**config.mk**
```make
export PLATFORM = sky130hd
export DESIGN_NAME = puf_ctrl
export DESIGN_NICKNAME = d
export VERILOG_FILES = /design/src/hw/rtl/puf_pkg.sv /design/src/hw/rtl/puf_ctrl.sv
export SDC_FILE = /design/constraint.sdc
export NUM_CORES = 1
export LEC_CHECK = 0
export ABC_AREA = 1
export BUFFER_PORTS_ARGS = -buffer_cell sky130_fd_sc_hd__buf_2
export CORE_AREA = 2 2 39 41
export CTS_BUF_LIST = sky130_fd_sc_hd__clkbuf_4 sky130_fd_sc_hd__clkbuf_8
export CTS_CLUSTER_DIAMETER = 80
export DETAILED_ROUTE_END_ITERATION = 10
export DIE_AREA = 0 0 41 43
export GPL_TIMING_DRIVEN = 0
export PLACE_DENSITY = 0.78
export SLEW_MARGIN = 0
export SYNTH_ARGS = -nofsm -noshare
export SYNTH_HDL_FRONTEND = slang
export SYNTH_SLANG_ARGS = --single-unit
```
**constraint.sdc**
```tcl
create_clock -name i_clk -period 1.4 [get_ports i_clk]
set_input_delay 0.28 -clock i_clk [delete_from_list [all_inputs] [get_ports i_clk]]
set_output_delay 0.28 -clock i_clk [all_outputs]
set_load 0.005 [all_outputs]
```
**src/hw/rtl/puf_pkg.sv**
```systemverilog
// Shared types and constants for the persistent union-find unit.
`timescale 1ns / 1ps
package puf_pkg;
    localparam int NODES   = 1024;
    localparam int NODE_W  = 10;
    localparam int TIME_W  = 16;
    localparam int SIZE_W  = 11;
    localparam int HPTR_W  = 11;

    typedef enum logic [1:0] {
        OP_UNITE = 2'd0,
        OP_SAME  = 2'd1,
        OP_SIZE  = 2'd2,
        OP_NONE  = 2'd3
    } t_op;

    typedef enum logic [3:0] {
        DC_IDLE,
        DC_CLEAR,
        DC_LOAD,
        DC_FIND_START,
        DC_FIND_STEP,
        DC_FIND_END,
        DC_SIZE_START,
        DC_SIZE_LATEST,
        DC_SIZE_STEP,
        DC_SIZE_END,
        DC_LINK,
        DC_OUT
    } t_dp_op;

    typedef struct packed {
        t_dp_op op;
        logic   sel;       // 0: node_a side, 1: node_b side
        logic   unit;      // size result is a singleton
        logic   save_lat;  // keep the latest-entry pointer of this root
    } t_cmd;

    typedef struct packed {
        logic clr_last;
        logic find_stop;
        logic lat_zero;
        logic hist_hit;
        logic prev_zero;
        logic roots_eq;
        t_op  op;
    } t_status;
endpackage

```
**src/hw/rtl/puf_ctrl.sv**
```systemverilog
// Sequencer that steps the datapath through walks and links.
`timescale 1ns / 1ps
module puf_ctrl (
    input  logic            i_clk,
    input  logic            i_rst_n,
    input  logic            i_start,
    output logic            o_busy,
    input  puf_pkg::t_status i_status,
    output puf_pkg::t_cmd    o_cmd
);
    import puf_pkg::*;

    typedef enum logic [3:0] {
        ST_CLEAR, ST_IDLE, ST_FA, ST_FB, ST_FCHK, ST_SA, ST_SB,
        ST_SLAT, ST_SCHK, ST_LINK, ST_OUT
    } t_state;

    t_state r_state, n_state;
    logic   r_sel, n_sel;

    always_comb begin
        n_state = r_state;
        n_sel   = r_sel;
        o_cmd   = '{op: DC_IDLE, sel: r_sel, unit: 1'b0, save_lat: 1'b0};
        unique case (r_state)
            ST_CLEAR: begin
                o_cmd.op = DC_CLEAR;
                if (i_status.clr_last) n_state = ST_IDLE;
            end
            ST_IDLE: begin
                if (i_start) begin
                    o_cmd.op = DC_LOAD;
                    n_state  = ST_FA;
                end
            end
            ST_FA: begin
                if (i_status.op == OP_NONE) begin
                    n_state = ST_OUT;
                end else begin
                    o_cmd.op  = DC_FIND_START;
                    o_cmd.sel = 1'b0;
                    n_sel     = 1'b0;
                    n_state   = ST_FCHK;
                end
            end
            ST_FB: begin
                o_cmd.op  = DC_FIND_START;
                o_cmd.sel = 1'b1;
                n_sel     = 1'b1;
                n_state   = ST_FCHK;
            end
            ST_FCHK: begin
                if (i_status.find_stop) begin
                    o_cmd.op = DC_FIND_END;
                    if (r_sel || i_status.op == OP_SIZE) n_state = ST_SA;
                    else n_state = ST_FB;
                end else begin
                    o_cmd.op = DC_FIND_STEP;
                end
            end
            ST_SA: begin
                o_cmd.op  = DC_SIZE_START;
                o_cmd.sel = 1'b0;
                n_sel     = 1'b0;
                n_state   = ST_SLAT;
            end
            ST_SB: begin
                o_cmd.op  = DC_SIZE_START;
                o_cmd.sel = 1'b1;
                n_sel     = 1'b1;
                n_state   = ST_SLAT;
            end
            ST_SLAT: begin
                o_cmd.save_lat = 1'b1;
                if (i_status.lat_zero) begin
                    o_cmd.op   = DC_SIZE_END;
                    o_cmd.unit = 1'b1;
                end else begin
                    o_cmd.op = DC_SIZE_LATEST;
                    n_state  = ST_SCHK;
                end
            end
            ST_SCHK: begin
                if (i_status.hist_hit) begin
                    o_cmd.op = DC_SIZE_END;
                end else if (i_status.prev_zero) begin
                    o_cmd.op   = DC_SIZE_END;
                    o_cmd.unit = 1'b1;
                end else begin
                    o_cmd.op = DC_SIZE_STEP;
                end
            end
            ST_LINK: begin
                o_cmd.op = DC_LINK;
                n_state  = ST_OUT;
            end
            ST_OUT: begin
                o_cmd.op = DC_OUT;
                n_state  = ST_IDLE;
            end
            default: n_state = ST_IDLE;
        endcase
        // Route the end of a size walk to the next step.
        if (o_cmd.op == DC_SIZE_END) begin
            if (r_sel) n_state = ST_LINK;
            else if (i_status.op == OP_UNITE && !i_status.roots_eq) n_state = ST_SB;
            else n_state = ST_OUT;
        end
    end

    always_ff @(posedge i_clk) begin
        if (!i_rst_n) begin
            r_state <= ST_CLEAR;
            r_sel   <= 1'b0;
        end else begin
            r_state <= n_state;
            r_sel   <= n_sel;
        end
    end

    assign o_busy = (r_state != ST_IDLE);

    a_load_idle: assert property (@(posedge i_clk) disable iff (!i_rst_n)
        (o_cmd.op == DC_LOAD) |-> (r_state == ST_IDLE && i_start))
        else $error("load issued outside idle");
    a_link_after_b: assert property (@(posedge i_clk) disable iff (!i_rst_n)
        (r_state == ST_LINK) |-> $past(r_sel))
        else $error("link without second size walk");
    a_clear_once: assert property (@(posedge i_clk) disable iff (!i_rst_n)
        (r_state == ST_IDLE) |=> (r_state != ST_CLEAR))
        else $error("clear pass re-entered");
endmodule

```
==> impl_metrics.env, run 1 <==
export IMPL_routed_wl_um=2570
export IMPL_die_w_um=41
export IMPL_postLayoutSetupSlackWorst_ns=-0.284
export IMPL_postCtsHoldBufs=0
export IMPL_violations="setup timing"
export IMPL_layout_nets=160
export IMPL_crit_path_max_fanout=4
export IMPL_layout_commonest_cell="nand2_1"
export IMPL_n_fill_cell=102
export IMPL_final_cell_mix="19 x nand2_1, 16 x buf_2, 15 x inv_1, 12 x buf_4"
export IMPL_ys_types=21
export IMPL_drive_gt1_share_pct=56.1
export IMPL_initial_core_util_pct=42.6
export IMPL_power_frac_comb_pct=77.8
export IMPL_met1_usage_pct=28.3
export IMPL_grtUsageMet2_pct=41.9
export IMPL_fmax_mhz=594
export IMPL_ys_seq_elements=5
export IMPL_cts_tree="yes"
export IMPL_grtUsageTotal_pct=25.6
export IMPL_critPathCaptureType="output port"
export IMPL_syn_inst=107
export IMPL_port_buffers=18
export IMPL_cts_root_buffer="clkbuf_4"
export IMPL_syn_to_final_growth_pct=80.3
export IMPL_rsz0062_at_grt="true"
export IMPL_power_frac_clock_pct=7.8
export IMPL_grt_pass1_vias=777
export IMPL_max_cap_violations=0
export IMPL_grt_max_degree=8
export IMPL_wl_per_cell_um=15.7
export IMPL_coreArea_um2=1380
export IMPL_grt_pass1_wl_um=3110
export IMPL_grt_overflow=0
export IMPL_irDropWorstVdd_v=0.00123
export IMPL_antenna_found_initial=0
export IMPL_yosys_top_cells_area="dfxtp_1 17%, nand2_1 16%, inv_1 12%"
export IMPL_firstDrtPassIters=4
export IMPL_p_switching_uw=1140
export IMPL_ys_seq_area_share_pct=17.0
export IMPL_dpl_hpwl_um=1220
export IMPL_cts_sinks=5
export IMPL_synth_top_area_share_pct=17.0
export IMPL_synth_top_area_cell="dfxtp_1"
export IMPL_dieArea_um2=1760
export IMPL_viasPerCell=5.70
export IMPL_min_period_ns=1.68
export IMPL_setup_violations=11
export IMPL_seqCellArea_um2=115
export IMPL_crit_type="flip-flop to output port"
export IMPL_fin_crit_sh_pct=120
export IMPL_seqPwrFrac_pct=14.4
export IMPL_status="complete, but fails checks"
export IMPL_clock_latency_ns=0.24
export IMPL_die_y_um=43
export IMPL_final_instance_count_excl_fill=164
export IMPL_finalHoldViolations=0
export IMPL_leakagePower_uw=0.000609
export IMPL_start_kind="flip-flop"
export IMPL_clk_pin_slew_ns=0.04
export IMPL_switching_share_pct=49.7
export IMPL_ant_nets=0
export IMPL_dp_cells=141
export IMPL_worstMarginPinSlew_ns=0.242
export IMPL_drc=0
export IMPL_clk_path_buf_depth=2
export IMPL_row_count=14
export IMPL_arrival_ns=1.40
export IMPL_antenna_cells=0
export IMPL_hp_class="input port to flip-flop"
export IMPL_worst_ep_required_time_ns=1.12
export IMPL_syn_area_um2=589
export IMPL_maxSlewViolCount=0
export IMPL_cts_max_level=1
export IMPL_p_int_uw=1150
export IMPL_numCtsBuffers=3
export IMPL_gp_congestion=0.908
export IMPL_fin_util_pct=76.8
export IMPL_avgSynthCellArea_um2=5.51
export IMPL_setup_tns_ns=-2.06
export IMPL_synth_nets=118
export IMPL_drt_iter0_drc=33
export IMPL_dr_total_vias=935
export IMPL_yosys_warnings=0
export IMPL_slew_headroom_pct=83.8
export IMPL_use_met3_pct=4.71
export IMPL_power_density_nw_per_um2=2160
export IMPL_multi_input_area_um2=536
export IMPL_skew_ns=0.00463
export IMPL_top_usage_layer="met2"
export IMPL_io_pin_count=19
path summary, 6_finish.rpt:
kind / from / to / slack [ns] / cells past startpoint
max: r_state[2]$_SDFFE_PN0P_ / o_cmd[6] / -0.28 / 9
min: i_rst_n / r_state[0]$_SDFFE_PN0P_ / 0.27 / 3
max reg2reg: r_state[0]$_SDFFE_PN0P_ / r_state[3]$_SDFFE_PN0P_ / -0.21 / 12
min reg2reg: r_state[2]$_SDFFE_PN0P_ / r_state[2]$_SDFFE_PN0P_ / 0.62 / 4
cell type report:
type	instances	share of cell area, %
inverters	22	8.48
repair buffers	37	25.6
flip-flops and latches	5	10.8
well taps	16	1.88
clock buffers	4	2.83
multi-input cells	80	50.4
power groups by stage:
stage	Clock, µW	Sequential [µW]	Combinational [µW]
floorplan	0	259	754
global placement	0	272	992
detailed placement	0	272	1000
CTS	186	300	1290
global route	207	338	1890
finish	179	329	1780
per-layer routing:
metal | vias up | part of all wire [%]
met5 | - | 0
met4 | 0 | 3.8
met3 | 15 | 7.0
met2 | 70 | 51
met1 | 428 | 38
li1 | 422 | -
through the flow:
| step | total power, µW | hold slack [ns] | cell area, µm² | setup WS, ns |
|---|---|---|---|---|
| final | 2290 | 0.268 | 1060 | -0.284 |
| after global routing | 2440 | 0.261 | 1060 | -0.364 |
| after CTS | 1780 | 0.264 | 907 | -0.251 |
| after detailed placement | 1270 | 0.513 | 699 | -0.237 |
| after global placement | 1260 | 0.503 | 699 | -0.227 |
| after floorplan | 1010 | 0.378 | 589 | 0.0713 |
cells by family (layout without fill, tap and decap cells):
logic type | count (synthesis) | count (layout) | share of synthesized area [%]
flip-flops | 5 | 5 | 17.0
AO/OA/AOI/OAI | 12 | 12 | 11.9
buffers and inverters | 22 | 63 | 14.0
AND/OR/NAND/NOR | 68 | 68 | 57.1
flip-flops by register name, indices dropped and copies added (netlist names):
signal	cells
r_state	4
r_sel	1
critical path: stages, from the launching register on:
cell,delay (ns)
dfxtp_4,0.37
inv_4,0.04
nor2_4,0.18
buf_4,0.15
buf_6,0.09
nand2_4,0.05
nand2_4,0.08
inv_2,0.04
nand2_1,0.05
buf_2,0.11
Yosys cell counts:
master	instances
nor2_4	2
nand4_1	3
nor2_2	4
nor3_1	2
o21ai_0	3
o22ai_1	1
nand2_2	3
nand3_1	9
o2111ai_1	1
o21ai_1	1
inv_2	3
dfxtp_1	5
nor2_1	16
nand2_1	25
nand2_4	1
o31ai_1	1
a21oi_1	4
nand3b_1	2
nor3_4	1
inv_1	19
o211ai_1	1
timing repair:
item,in CTS,in global routing
buffers inserted,13,7
resized for setup,28,29
pin swaps,7,12
setup endpoints to repair,11,12
Note: power is estimated with default switching activity, not from simulation.
==> run 2, diff against run 1 <==
- BUFFER_PORTS_ARGS: -buffer_cell sky130_fd_sc_hd__buf_2 -> -buffer_cell sky130_fd_sc_hd__buf_4
- CTS_CLUSTER_SIZE: not set -> 8
==> run 2 against run 1 <==
- the flow still finishes with violations (setup timing)
- cell area rose by 0.71%
- first-iteration DRC count is 36% lower
- sequential power decreased by 2%
- core utilization is 0.54 points higher
- global-route usage up 0.58 points
- clock-buffer cell count did not move
- critical endpoint is now o_cmd[3]
- largest cell class unchanged
==> impl_metrics.env, run 2 (same netlist as run 1, synthesis figures left out) <==
export IMPL_violations="setup timing"
export IMPL_final_cell_mix="27 x buf_4, 21 x nand2_1, 16 x inv_1, 10 x nor2_1, 9 x nand3_1"
export IMPL_grtUsageTotal_pct=26.2
export IMPL_finalHoldViolations=0
export IMPL_leakagePower_uw=0.000602
export IMPL_worst_ep_required_time_ns=1.12
export IMPL_cts_tree="yes"
export IMPL_io_pin_count=19
export IMPL_clk_path_buf_depth=2
export IMPL_drt_iter0_drc=21
export IMPL_n_fill_cell=102
export IMPL_final_instance_count_excl_fill=162
export IMPL_cts_root_buffer="clkbuf_4"
export IMPL_numCtsBuffers=3
export IMPL_crit_type="flip-flop to output port"
export IMPL_grt_pass1_vias=772
export IMPL_multi_input_area_um2=519
export IMPL_firstDrtPassIters=4
export IMPL_drive_gt1_share_pct=52.1
export IMPL_initial_core_util_pct=42.6
export IMPL_routed_wl_um=2140
export IMPL_grt_overflow=0
export IMPL_coreArea_um2=1380
export IMPL_clk_pin_slew_ns=0.04
export IMPL_antenna_found_initial=0
export IMPL_skew_ns=0.00280
export IMPL_dr_total_vias=865
export IMPL_die_w_um=41
export IMPL_drc=0
export IMPL_max_cap_violations=0
export IMPL_rsz0062_at_grt="true"
export IMPL_setup_violations=11
export IMPL_min_period_ns=1.78
export IMPL_worstMarginPinSlew_ns=0.348
export IMPL_dieArea_um2=1760
export IMPL_syn_to_final_growth_pct=81.5
export IMPL_viasPerCell=5.34
export IMPL_top_regs="r_state: 4 flops, r_sel: 1 flops"
export IMPL_layout_commonest_cell="buf_4"
export IMPL_postCtsHoldBufs=0
export IMPL_wl_per_cell_um=13.2
export IMPL_arrival_ns=1.50
export IMPL_critPathCaptureType="output port"
export IMPL_clock_latency_ns=0.24
export IMPL_gp_congestion=0.968
export IMPL_crit_path_max_fanout=7
export IMPL_cts_max_level=1
export IMPL_dpl_hpwl_um=1260
export IMPL_largest_register="r_state"
export IMPL_layout_nets=158
export IMPL_postLayoutSetupSlackWorst_ns=-0.380
export IMPL_critPathMaxStageDelay_ns=0.37
export IMPL_fin_crit_sh_pct=127
export IMPL_grt_max_degree=8
export IMPL_row_count=14
export IMPL_placed_area_um2=744
export IMPL_maxSlewViolCount=0
export IMPL_irDropWorstVdd_v=0.00106
export IMPL_antenna_cells=0
export IMPL_critical_path_slowest_cell="dfxtp_4"
export IMPL_power_density_nw_per_um2=2020
export IMPL_hp_class="input port to flip-flop"
export IMPL_ant_nets=0
export IMPL_fmax_mhz=562
export IMPL_dp_cells=141
export IMPL_start_kind="flip-flop"
export IMPL_slew_headroom_pct=76.6
export IMPL_cts_sinks=5
export IMPL_grt_pass1_wl_um=3140
export IMPL_largest_register_ffs=4
export IMPL_finalInstanceArea_um2=1070
export IMPL_seqCellArea_um2=115
export IMPL_die_y_um=43
export IMPL_port_buffers=18
export IMPL_status="complete, but fails checks"
export IMPL_worstPathCellList="nor2_4, inv_1, nor2_1, nor2_2, nand2_4, buf_4"
[run 2: cell type report]
type                            count  share of cell area, %
Tap cell                           16                   1.87
Inverter                           22                   8.65
Multi-Input combinational cell     80                   48.5
Clock buffer                        4                   2.81
Timing Repair Buffer               35                   27.4
Sequential cell                     5                   10.8
[run 2: through the flow]
| step | hold slack, ns | power (µW) | util [%] | setup WS [ns] | setup TNS, ns |
|---|---|---|---|---|---|
| floorplan | 0.378 | 1010 | - | 0.0713 | 0 |
| finish | 0.241 | 2160 | 77.3 | -0.380 | -2.08 |
| detailed placement | 0.492 | 1340 | 53.8 | -0.255 | -0.771 |
| CTS | 0.238 | 1930 | 70.7 | -0.290 | -1.77 |
| global route | 0.271 | 2340 | 77.3 | -0.450 | -3.16 |
| global placement | 0.488 | 1330 | 53.8 | -0.237 | -0.603 |
[run 2: routing by layer]
metal | global-route usage, % | part of all wire [%]
met1 | 27.9 | 37
met3 | 5.76 | 6.4
met4 | 17.3 | 4.2
met5 | 0 | 0
met2 | 42.8 | 52
[run 2: critical path, delay by kind of cell (launching register included)]
family,cells,cell delay [ns]
buffers and inverters,2,0.23
AND/OR/NAND/NOR,4,0.65
flip-flops,1,0.37
[run 2: path summary, 6_finish.rpt]
kind	slack, ns	from	to	depth (start not counted)
max	-0.38	r_state[0]$_SDFFE_PN0P_	o_cmd[3]	6
min	0.24	i_rst_n	r_state[0]$_SDFFE_PN0P_	3
max reg2reg	-0.25	r_state[0]$_SDFFE_PN0P_	r_state[2]$_SDFFE_PN0P_	12
min reg2reg	0.62	r_state[2]$_SDFFE_PN0P_	r_state[2]$_SDFFE_PN0P_	4
[run 2: timing repair]
| item | 4_1_cts | 5_1_grt |
|---|---|---|
| gates resized for setup | 31 | 21 |
| setup endpoints to repair | 12 | 13 |
| pin swaps | 10 | 8 |
| setup buffers | 14 | 4 |
[run 2: where the power goes]
group | internal, µW | total [µW] | switching [µW]
clock network | 127 | 184 | 57.1
logic | 763 | 1650 | 890
registers | 215 | 322 | 106
